`src/hdl/spbd_pkg.sv`:
```
// Shared types and constants for the scrolling pitch bar display.
// No dependencies; imported by every module of the block.
`default_nettype none

package spbd_pkg;

  localparam int MAP_ROWS   = 8;
  localparam int ROW_W      = 3;
  localparam int FREQ_W     = 16;
  localparam int NUM_THRESH = 5;
  localparam int CFG_IDX_W  = 3;
  localparam int CHAN_W     = 8;
  localparam int OUT_DATA_W = 32;

  // Configuration register indexes, in register order.
  localparam logic [CFG_IDX_W-1:0] REG_THRESH_H2 = 3'd0;
  localparam logic [CFG_IDX_W-1:0] REG_THRESH_H3 = 3'd1;
  localparam logic [CFG_IDX_W-1:0] REG_THRESH_H4 = 3'd2;
  localparam logic [CFG_IDX_W-1:0] REG_THRESH_H5 = 3'd3;
  localparam logic [CFG_IDX_W-1:0] REG_THRESH_H6 = 3'd4;

  localparam logic [FREQ_W-1:0] THRESH_RESET [NUM_THRESH] =
    '{16'd300, 16'd400, 16'd500, 16'd600, 16'd700};

  localparam logic [CHAN_W-1:0] RED_BASE = 8'd255;
  localparam logic [CHAN_W-1:0] LUM_MIN  = 8'd170;
  localparam int                LUM_SPAN = 80;

  // Green base of the yellow-orange-red gradient, indexed by row (0 is top).
  localparam logic [CHAN_W-1:0] GREEN_BASE [MAP_ROWS] =
    '{8'd1, 8'd41, 8'd80, 8'd121, 8'd157, 8'd190, 8'd222, 8'd255};

  typedef logic [MAP_ROWS-1:0] column_t;

  // Per-cycle control of one column cell.
  typedef struct packed {
    logic shift;  // take the left neighbor (scroll right)
    logic flush;  // with shift: take zero instead
    logic rot;    // take the right neighbor (scan rotation)
  } cell_ctl_t;

  // One pixel handed to the shading stage.
  typedef struct packed {
    logic              lit;
    logic [ROW_W-1:0]  row;
    logic [2:0]        col;
    logic [CHAN_W-1:0] lum;
    logic              last;
  } pix_req_t;

endpackage

`default_nettype wire

```
`src/hdl/spbd_cell.sv`:
```
// One column of the pixel map: holds eight on/off bits, top row in bit 0.
// Depends on spbd_pkg.
`default_nettype none

module spbd_cell (
  input  wire                  clk,
  input  wire                  rst,
  input  spbd_pkg::cell_ctl_t  ctl,
  input  spbd_pkg::column_t    left_in,
  input  spbd_pkg::column_t    right_in,
  output spbd_pkg::column_t    col_bits
);
  import spbd_pkg::*;

  column_t bits;

  always_ff @(posedge clk) begin
    if (rst) begin
      bits <= '0;
    end else if (ctl.shift) begin
      bits <= ctl.flush ? '0 : left_in;
    end else if (ctl.rot) begin
      bits <= right_in;
    end
  end

  assign col_bits = bits;

endmodule

`default_nettype wire

```
`src/hdl/spbd_shade.sv`:
```
// Pixel shading and output register: gradient color times column brightness.
// Depends on spbd_pkg.
`default_nettype none

module spbd_shade (
  input  wire                          clk,
  input  wire                          rst,
  input  wire                          load,
  input  spbd_pkg::pix_req_t           req,
  output logic                         free,
  output logic                         m_tvalid,
  input  wire                          m_tready,
  output logic [spbd_pkg::OUT_DATA_W-1:0] m_tdata,
  output logic                         m_tlast
);
  import spbd_pkg::*;

  logic [2*CHAN_W-1:0] red_prod;
  logic [2*CHAN_W-1:0] green_prod;
  logic [CHAN_W-1:0]   red;
  logic [CHAN_W-1:0]   green;
  logic [CHAN_W-1:0]   blue;

  assign red_prod   = (2*CHAN_W)'(RED_BASE) * (2*CHAN_W)'(req.lum);
  assign green_prod = (2*CHAN_W)'(GREEN_BASE[req.row]) * (2*CHAN_W)'(req.lum);

  always_comb begin
    red   = req.lit ? red_prod[2*CHAN_W-1:CHAN_W] : '0;
    green = req.lit ? green_prod[2*CHAN_W-1:CHAN_W] : '0;
    blue  = '0;
  end

  assign free = !m_tvalid || m_tready;

  always_ff @(posedge clk) begin
    if (rst) begin
      m_tvalid <= 1'b0;
    end else if (load) begin
      m_tvalid <= 1'b1;
    end else if (m_tready) begin
      m_tvalid <= 1'b0;
    end
  end

  always_ff @(posedge clk) begin
    if (load) begin
      m_tdata <= {2'b00, blue, green, red, req.row, req.col};
      m_tlast <= req.last;
    end
  end

endmodule

`default_nettype wire

```
`src/hdl/scrolling_pitch_bar_display.sv`:
```
// Scrolling pitch bar display, top level: threshold registers, bar height,
// the chain of column cells, scan control. Depends on spbd_pkg, spbd_cell,
// spbd_shade.
//
//   channel  dir  signals                          word
//   s        in   s_tvalid s_tready s_tdata s_tuser one note
//   m        out  m_tvalid m_tready m_tdata m_tlast one pixel
//   cfg      in   cfg_we cfg_index cfg_data         one threshold write
//
// A note is taken while the scan is idle: the map is cleared if asked, every
// column cell takes its left neighbor and cell 0 takes the new bar. The scan
// then emits 8 * MAP_COLS pixels, one per cycle while m_tready allows, by
// rotating the cell chain left so cell 0 always holds the current column.
// A low m_tready stalls the scan; no new note is taken until it ends.
// Reset (rst, synchronous) empties the map and loads the default thresholds.
`default_nettype none

module scrolling_pitch_bar_display #(
  parameter int MAP_COLS = 8
) (
  input  wire                                clk,
  input  wire                                rst,
  // note word
  input  wire                                s_tvalid,
  output logic                               s_tready,
  input  wire  [spbd_pkg::FREQ_W-1:0]        s_tdata,   // [15:0] note_freq
  input  wire                                s_tuser,   // [0] clear_map
  // pixel word
  output logic                               m_tvalid,
  input  wire                                m_tready,
  // [2:0] pix_col, [5:3] pix_row, [13:6] red, [21:14] green, [29:22] blue
  output logic [spbd_pkg::OUT_DATA_W-1:0]    m_tdata,
  output logic                               m_tlast,   // frame_last
  // configuration
  input  wire                                cfg_we,
  input  wire  [spbd_pkg::CFG_IDX_W-1:0]     cfg_index,
  input  wire  [spbd_pkg::FREQ_W-1:0]        cfg_data
);
  import spbd_pkg::*;

  localparam int COL_W = (MAP_COLS > 1) ? $clog2(MAP_COLS) : 1;
  localparam int SPAN  = MAP_COLS - 1;
  localparam logic [COL_W-1:0] COL_LAST = COL_W'(MAP_COLS - 1);
  localparam logic [ROW_W-1:0] ROW_LAST = ROW_W'(MAP_ROWS - 1);

  // Threshold registers.
  logic [FREQ_W-1:0] thresh [NUM_THRESH];

  always_ff @(posedge clk) begin
    if (rst) begin
      for (int i = 0; i < NUM_THRESH; i++) thresh[i] <= THRESH_RESET[i];
    end else if (cfg_we) begin
      for (int i = 0; i < NUM_THRESH; i++) begin
        if (cfg_index == CFG_IDX_W'(i)) thresh[i] <= cfg_data;
      end
    end
  end

  // Bar height: first threshold that holds decides; silence gives zero.
  logic [ROW_W-1:0] height;
  column_t          bar;

  always_comb begin
    if (s_tdata == '0)                       height = 3'd0;
    else if (s_tdata < thresh[REG_THRESH_H2]) height = 3'd2;
    else if (s_tdata < thresh[REG_THRESH_H3]) height = 3'd3;
    else if (s_tdata < thresh[REG_THRESH_H4]) height = 3'd4;
    else if (s_tdata < thresh[REG_THRESH_H5]) height = 3'd5;
    else if (s_tdata < thresh[REG_THRESH_H6]) height = 3'd6;
    else                                      height = 3'd7;
  end

  // Light the bottom rows of the new column.
  always_comb begin
    for (int r = 0; r < MAP_ROWS; r++) begin
      bar[r] = (ROW_W'(MAP_ROWS - 1 - r) < height);
    end
  end

  // Scan control.
  logic             busy;
  logic [ROW_W-1:0] row;
  logic [COL_W-1:0] col;
  logic             accept;
  logic             advance;
  logic             free;
  logic             frame_end;

  assign s_tready  = !busy;
  assign accept    = s_tvalid && s_tready;
  assign advance   = busy && free;
  assign frame_end = (row == ROW_LAST) && (col == COL_LAST);

  always_ff @(posedge clk) begin
    if (rst) begin
      busy <= 1'b0;
      row  <= '0;
      col  <= '0;
    end else if (accept) begin
      busy <= 1'b1;
      row  <= '0;
      col  <= '0;
    end else if (advance) begin
      if (col == COL_LAST) begin
        col <= '0;
        row <= row + 1'b1;
        if (row == ROW_LAST) busy <= 1'b0;
      end else begin
        col <= col + 1'b1;
      end
    end
  end

  // Chain of column cells: scroll right on a note, rotate left on each pixel.
  column_t   col_data [MAP_COLS];
  cell_ctl_t ctl_head;
  cell_ctl_t ctl_body;

  assign ctl_head = '{shift: accept, flush: 1'b0, rot: advance};
  assign ctl_body = '{shift: accept, flush: s_tuser, rot: advance};

  for (genvar i = 0; i < MAP_COLS; i++) begin : g_cell
    if (i == 0) begin : g_head
      spbd_cell u_cell (
        .clk      (clk),
        .rst      (rst),
        .ctl      (ctl_head),
        .left_in  (bar),
        .right_in (col_data[(i + 1) % MAP_COLS]),
        .col_bits (col_data[i])
      );
    end else begin : g_body
      spbd_cell u_cell (
        .clk      (clk),
        .rst      (rst),
        .ctl      (ctl_body),
        .left_in  (col_data[i - 1]),
        .right_in (col_data[(i + 1) % MAP_COLS]),
        .col_bits (col_data[i])
      );
    end
  end

  // Column brightness, fixed per column.
  logic [CHAN_W-1:0] lum_tab [MAP_COLS];

  for (genvar i = 0; i < MAP_COLS; i++) begin : g_lum
    assign lum_tab[i] = CHAN_W'(int'(LUM_MIN) + (i * LUM_SPAN) / SPAN);
  end

  pix_req_t req;

  always_comb begin
    req.lit  = col_data[0][row];
    req.row  = row;
    req.col  = 3'(col);
    req.lum  = lum_tab[col];
    req.last = frame_end;
  end

  spbd_shade u_shade (
    .clk      (clk),
    .rst      (rst),
    .load     (advance),
    .req      (req),
    .free     (free),
    .m_tvalid (m_tvalid),
    .m_tready (m_tready),
    .m_tdata  (m_tdata),
    .m_tlast  (m_tlast)
  );

  // A taken note starts its scan at the top-left pixel.
  assert property (@(posedge clk) disable iff (rst)
    accept |=> busy && row == '0 && col == '0)
    else $error("scan did not start at the top-left pixel");

  // The last pixel closes the frame and leaves a tagged word behind.
  assert property (@(posedge clk) disable iff (rst)
    advance && frame_end |=> !busy && m_tvalid && m_tlast)
    else $error("frame end not marked");

  // Between notes the scan counters rest at zero, so the chain is aligned.
  assert property (@(posedge clk) disable iff (rst)
    !busy |-> row == '0 && col == '0)
    else $error("scan counters not at rest while idle");

endmodule

`default_nettype wire

```
`config.mk`:
```
export PLATFORM = sky130hd
export DESIGN_NAME = scrolling_pitch_bar_display
export DESIGN_NICKNAME = d
export VERILOG_FILES = /design/src/hdl/spbd_pkg.sv /design/src/hdl/spbd_cell.sv /design/src/hdl/spbd_shade.sv /design/src/hdl/scrolling_pitch_bar_display.sv
export SDC_FILE = /design/constraint.sdc
export NUM_CORES = 1
export LEC_CHECK = 0
export BUFFER_PORTS_ARGS = -buffer_cell sky130_fd_sc_hd__buf_2
export CAP_MARGIN = 20
export CORE_ASPECT_RATIO = 2
export CORE_MARGIN = 10
export CORE_UTILIZATION = 69
export CTS_BUF_LIST = sky130_fd_sc_hd__clkbuf_8
export DETAILED_ROUTE_END_ITERATION = 10
export HOLD_SLACK_MARGIN = 0.12
export PLACE_DENSITY = 0.95
export SLEW_MARGIN = 10
export SYNTH_ARGS = -nofsm -noshare
export SYNTH_HDL_FRONTEND = slang
export SYNTH_HIERARCHICAL = 1
export SYNTH_SLANG_ARGS = --single-unit
```
`constraint.sdc`:
```
create_clock -name clk -period 16.2 [get_ports clk]
set_input_delay 2.43 -clock clk [delete_from_list [all_inputs] [get_ports clk]]
set_output_delay 2.43 -clock clk [all_outputs]
set_load 0.005 [all_outputs]
```
* Yosys cells after proc, flatten, opt, wreduce, memory -nomap -nowiden
Memory sizes are Yosys's and may differ from the RTL's. Index checks and enable logic that the tools add are counted.
Storage, ports and cells: memories 3, bits in writable memories 80, ROM bits 128, flip-flop bits (word level) 95, logic and storage cells 135, bits of input ports 41
Operators by class: reductions and logical operators 15, mux-type cells 69, $mul 2, eq/ne operators 6, $add $sub $neg 2, $lt $le $gt $ge 16, bitwise operators 7
Memory list:
- thresh | depth 5, width 16, rd ports 5, clocked after Yosys merged registers in 0, wr ports 5, RTL line scrolling_pitch_bar_display.sv:47 | logic [FREQ_W-1:0] thresh [NUM_THRESH];
- (no name shown) | depth 8, width 8, rd ports 1, clocked after Yosys merged registers in 0, wr ports 0, RTL line spbd_shade.sv:25 | assign green_prod = (2*CHAN_W)'(GREEN_BASE[req.row]) * (2*CHAN_W)'(req.lum);
- (no name shown) | depth 8, width 8, rd ports 1, clocked after Yosys merged registers in 0, wr ports 0, RTL line scrolling_pitch_bar_display.sv:157 | req.lum = lum_tab[col];
Operator list (count):
- 2-to-1 mux 8 bit | 27
- less-than comparator 16 bit | 5
- 2-to-1 mux 16 bit | 5
- 2-to-1 mux 1 bit | 30
- zero test 16 bit | 1
- multiplier 8 x 8 -> 16 bit | 1
- multiplier 8 x 8 -> 16 bit, first input constant | 1
- less-than comparator 3 bit, first input constant | 4
- 2-to-1 mux 3 bit | 4
- equality test 3 bit, second input constant | 3
- greater-or-equal comparator 4 bit, second input constant | 2
- NOT 3 -> 4 bit | 2
- nonzero test 2 bit | 4
- adder 3 x 1 -> 3 bit, second input constant | 2
- equality test 3 x 2 -> 1 bit, second input constant | 2
- less-than comparator 1 x 3 -> 1 bit, first input constant | 2
- less-than comparator 2 x 3 -> 1 bit, first input constant | 2
- OR 1 bit | 5
- less-than comparator 3 x 4 -> 1 bit, second input constant | 1
- 2-to-1 mux 2 bit | 2
- binary-select mux 1 bit (select 3 bit) | 1
- equality test 3 x 1 -> 1 bit, second input constant | 1
- logical AND 1 bit | 3
- zero test 3 bit | 1
- other kinds (5) | 6

* Logic depth before layout (Yosys ltp)
An unclocked memory read counts as a cell.
depth in word-level cells 10, mapped depth 20, gate-level depth less buffers 20

* Cells and area by module
Netlist, hierarchy kept.
Modules (own cells, without submodules):
- scrolling_pitch_bar_display | cells an instance 447, area an instance 5043.6 µm², instances 1, seq. area each 2542.4 µm²
- spbd_shade | cells an instance 444, area an instance 4250.3 µm², instances 1, seq. area each 710.7 µm²
- spbd_cell | cells an instance 44, area an instance 422.9 µm², instances 8, seq. area each 160.2 µm²

* Worst setup path before layout
OpenSTA, ideal clock, no wires.
kind register to register, from register col[0], to register u_shade/m_tdata[21] (netlist bit), data pin, cell stages (with the launch flop) 18, slack 10.819 ns, period minus slack after synthesis 5.381 ns, arrival 5.234 ns, path through dfxtp_1 > inv_1 > ha_1 > o21ai_0 > inv_1 > o21ai_0 > fa_1 > fa_1 > fa_1 > inv_1 > fa_1 > inv_1 > ha_1 > a21o_1 > a21o_1 > a221o_1 > or3_1 > a21oi_1
RTL lines:
- start, declared | RTL line scrolling_pitch_bar_display.sv:83 | logic [COL_W-1:0] col;
- start signal, assigned | RTL line scrolling_pitch_bar_display.sv:109 | col <= col + 1'b1;
- end signal, assigned | RTL line spbd_shade.sv:47 | m_tdata <= {2'b00, blue, green, red, req.row, req.col};
- end, declared | RTL line spbd_shade.sv:13 | output logic [spbd_pkg::OUT_DATA_W-1:0] m_tdata,

==> summary by stage <==
Status
The flow ran to the end, and the final reports show no timing, DRC or antenna violations.

Synth
Of the synthesized area, sequential elements account for 0.358. The most area-hungry cell type in the Yosys netlist is sky130_fd_sc_hd__edfxtp_1. The average instance area after synthesis is about 10 um^2.

The most used flip-flop cell after synthesis is sky130_fd_sc_hd__edfxtp_1. The netlist area before placement is 12700 um^2. The portion of synthesized cell area occupied by the leading cell type is 0.244.

Counting flops with a built-in enable in the synthesized netlist gives between 100 and 150. By area the synthesized netlist is led by sky130_fd_sc_hd__edfxtp_1 (24%), sky130_fd_sc_hd__ha_1 (15%), sky130_fd_sc_hd__dfxtp_1 (11%). The number of warnings reported in the yosys synthesis log is 6. The share of flip-flops with an asynchronous set or reset is 0. The number of flip-flops and latches in the synthesized netlist is ~180.

The netlist uses between 60 and 70 different library cells. The cell count after synthesis is 1243.

Layout
The most common library cell in the layout ignoring fill and taps is sky130_fd_sc_hd__inv_1. Counting the fill cells in the layout gives about 1200. The final design instance area without fill is 13500 um^2.

The area added between synthesis and finish is 6.65%. The antenna diode count is 0. After the last flow step, the layout net total stands at approximately 1600. The library cells used most frequently in the layout, excluding fill and tap cells, are sky130_fd_sc_hd__inv_1 (196), sky130_fd_sc_hd__ha_1 (150), sky130_fd_sc_hd__a211oi_1 (132). In the final layout, the share of cells above drive strength 1 is 0.131. After the flow finishes, the layout carries non-filler instances totaling about 1500.

Critical path
The most frequent cell on the critical path is sky130_fd_sc_hd__fa_1. STA classifies the critical path endpoint as a flop. The slowest stage of the critical path belongs to the cell sky130_fd_sc_hd__o21ai_0.

The type of origin of the critical path is a flop. The peak fanout along the critical path is 7. The worst stage delay on the critical path is between 700 and 800 ps. The required arrival time at the worst endpoint is roughly 17000 ps. The start-to-end type of the worst setup path is flop to flop. STA puts the critical path data arrival time at around 6500 ps.

The critical path goes through inv_1 > ha_1 > o21ai_0 > inv_1 > nor2_1 > nor2_1 > fa_1 > fa_1 > inv_1 > fa_1 > fa_1 > ha_1 > a21oi_1 > a2bb2oi_1 > nand2_1 > a221oi_1 > mux2i_1.

Clocking
The number of cells upsized or downsized after cts is 0. The H-tree level count is 4. TritonCTS built the clock tree. The clock-pin transition on the worst setup and hold timing paths is between 100 and 150 ps. Once the clock tree was built, the setup fixing pass inserted 0 buffers. The count of clock tree sinks is around 180. The CTS buffer count is 17. The cell sitting at the root of the clock tree is a sky130_fd_sc_hd__clkbuf_8. The clock passes through at most 2 buffers. After clock tree synthesis, the flow added hold-fix buffers numbering 0. For the worst-skew pair, the clock arrives at the later sink with an insertion delay of between 400 and 500 ps.

STA
For the pin with the worst max-slew slack, the measured transition is about 1100 ps. Setup total negative slack on the finished layout was measured at 0 ps. Setup repair after global routing left no endpoint under its margin. The final hold slack is approximately 500 ps.

Static timing analysis puts the maximum clock frequency at approximately 160 MHz. The setup skew after layout is 18.6 ps. In this run the tightest slew margin relative to its limit is 0.272. Subtracting the final worst setup slack from the clock period gives approximately 6200 ps.

The max-slew violation count is 0. Setup violations remaining at the end of the flow were counted as 0. In the finished design, the share of the clock period the worst path needs comes to 0.382. The total count of hold-check failures in the final report is 0.

Global routing
The total routing resource utilization after global routing is 0.243. The number of antenna violations at the first check in global routing is 0. Entering global routing, the biggest net connects about 120 pins. The total overflow left after global routing is 0.

The via count of the first global-routing pass is between 9000 and 10000. The global-route wire length before repair is approximately 47000 um.

Floorplan
The initial standard-cell utilization of the core is 0.696. The number of standard-cell rows in the floorplan is 70. The I/O pin count is 76. The die is roughly 210 um tall. The region available for standard cell placement spans 18200 um^2. The die covers roughly 25000 um^2. In this run the horizontal extent of the chip is between 100 and 150 um.

Flow run
Across the run, the number of max-cap violations was 0.

Placement
Once placement finished, the instance area stood at approximately 13000 um^2. The sum of net half-perimeters after detailed placement is approximately 21000 um. The last weighted congestion value of the routability-driven placer is ~0.9. The cell count after placement is approximately 1500.

Input and output buffers added on the ports amount to 65.

Detailed routing
The average via count per standard cell is between 6 and 7. For this run, design rule violations remaining after detail routing come to 0. The count of nets left with antenna violations after detail routing is 0. The wire length reported by the detailed router is between 20000 and 30000 um. The wire length per cell is approximately 19 um. For this block, the via count after detailed routing is about 9400. The first-pass detailed-route iteration total is 7. The first routing iteration left between 500 and 600 violations.

Pwr
The static leakage power is about 6.3 nW. The ratio of total power to cell area is about 90 nW/um^2. The peak ir drop on the vdd network is between 100 and 150 uV.

Min path
The path class of the tightest hold or removal check is flop to flop.
==> worst paths after layout <==
| path | start | end | slack [ps] | cells past startpoint |
|---|---|---|---|---|
| setup / recovery | col[0] | u_shade/m_tdata[18] | 10010 | 17 |
| hold / removal | g_cell[4].g_body.u_cell/col_bits[2] | g_cell[5].g_body.u_cell/col_bits[2] | 490 | 2 |
| setup reg to reg | col[0] | u_shade/m_tdata[18] | 10010 | 17 |
| hold reg to reg | g_cell[4].g_body.u_cell/col_bits[2] | g_cell[5].g_body.u_cell/col_bits[2] | 490 | 2 |
==> cell usage after synthesis, types with 3 or more instances <==
cell / count
sky130_fd_sc_hd__a211oi_1: 132
sky130_fd_sc_hd__a21o_1: 16
sky130_fd_sc_hd__a21oi_1: 45
sky130_fd_sc_hd__a221oi_1: 4
sky130_fd_sc_hd__a31o_2: 3
sky130_fd_sc_hd__a31oi_1: 3
sky130_fd_sc_hd__and2_1: 36
sky130_fd_sc_hd__and2b_2: 48
sky130_fd_sc_hd__and3_1: 4
sky130_fd_sc_hd__buf_1: 8
sky130_fd_sc_hd__buf_4: 18
sky130_fd_sc_hd__buf_6: 8
sky130_fd_sc_hd__clkbuf_1: 6
sky130_fd_sc_hd__clkbuf_2: 8
sky130_fd_sc_hd__conb_1: 3
sky130_fd_sc_hd__dfxtp_1: 72
sky130_fd_sc_hd__edfxtp_1: 103
sky130_fd_sc_hd__fa_1: 58
sky130_fd_sc_hd__ha_1: 150
sky130_fd_sc_hd__inv_1: 196
sky130_fd_sc_hd__mux2i_1: 10
sky130_fd_sc_hd__nand2_1: 49
sky130_fd_sc_hd__nand2b_1: 82
sky130_fd_sc_hd__nand3_1: 10
sky130_fd_sc_hd__nand4_1: 12
sky130_fd_sc_hd__nor2_1: 30
sky130_fd_sc_hd__nor2b_1: 23
sky130_fd_sc_hd__nor3_1: 10
sky130_fd_sc_hd__nor3b_1: 4
sky130_fd_sc_hd__nor4_1: 6
sky130_fd_sc_hd__o21a_1: 7
sky130_fd_sc_hd__o21ai_0: 24
sky130_fd_sc_hd__o31ai_1: 5
sky130_fd_sc_hd__or2_2: 11
sky130_fd_sc_hd__xor2_1: 4
==> power breakdown <==
group          total [W]  internal [W]  switching, W
combinational   0.000366      0.000151      0.000216
clock           0.000324      0.000133      0.000191
sequential      0.000525      0.000507     0.0000173
total            0.00121      0.000791      0.000424
==> per-stage QoR <==
| step | util | setup WS [ps] | total power (W) |
|---|---|---|---|
| 6_report | 0.742 | 10010 | 0.00121 |
| 5_1_grt | 0.742 | 9680 | 0.00129 |
| 4_1_cts | 0.742 | 10090 | 0.00122 |
| 3_5_place_dp | 0.719 | 10200 | 0.000897 |
| 3_3_place_gp | 0.719 | 10450 | 0.000874 |
| 2_1_floorplan | - | 10820 | 0.000809 |
==> worst max-delay path: cells and delay by family (launching register included) <==
family,cells,cell delay (ps)
simple gates,3,530
buf+inv,3,410
mux,1,230
fa+ha+maj,6,2690
compound gates,4,1690
flops,1,490
==> state kept, by name (all words and copies together), names as in the netlist <==
register and cells:
u_shade/m_tdata 22, u_shade/m_tlast 1, thresh 80, g_cell.g_body.u_cell/col_bits 56
u_shade/m_tvalid 1, col 3, busy 1, g_cell.g_head.u_cell/col_bits 8
row 3
==> cell type report <==
type | instances | area [um^2] | share of cell area
clock buffers | 17 | 234 | 0.0173
flip-flops and latches | 175 | 4530 | 0.335
inverters | 196 | 738 | 0.0546
well taps | 216 | 270 | 0.0200
clock inverters | 15 | 194 | 0.0143
multi-input cells | 848 | 7190 | 0.532
repair buffers | 70 | 363 | 0.0268
==> cell families (layout without fill, tap and decap cells) <==
| logic type | Yosys count | after routing | share of synthesized area |
|---|---|---|---|
| xor+xnor | 6 | 6 | 0.00415 |
| mux | 13 | 13 | 0.0123 |
| buf+inv | 244 | 298 | 0.0831 |
| fa+ha+maj | 208 | 208 | 0.240 |
| flops | 175 | 175 | 0.358 |
| simple gates | 336 | 336 | 0.160 |
| compound gates | 258 | 258 | 0.142 |
| other cells | 3 | 27 | 0.000888 |
==> layer usage <==
metal / up-vias / part of all wire / global-route usage
li1: 4416 / - / -
met1: 4507 / 0.36 / 0.259
met2: 367 / 0.54 / 0.436
met3: 124 / 0.053 / 0.0445
met4: 0 / 0.048 / 0.131
met5: - / 0 / 0
(Power assumes the default switching activity.)
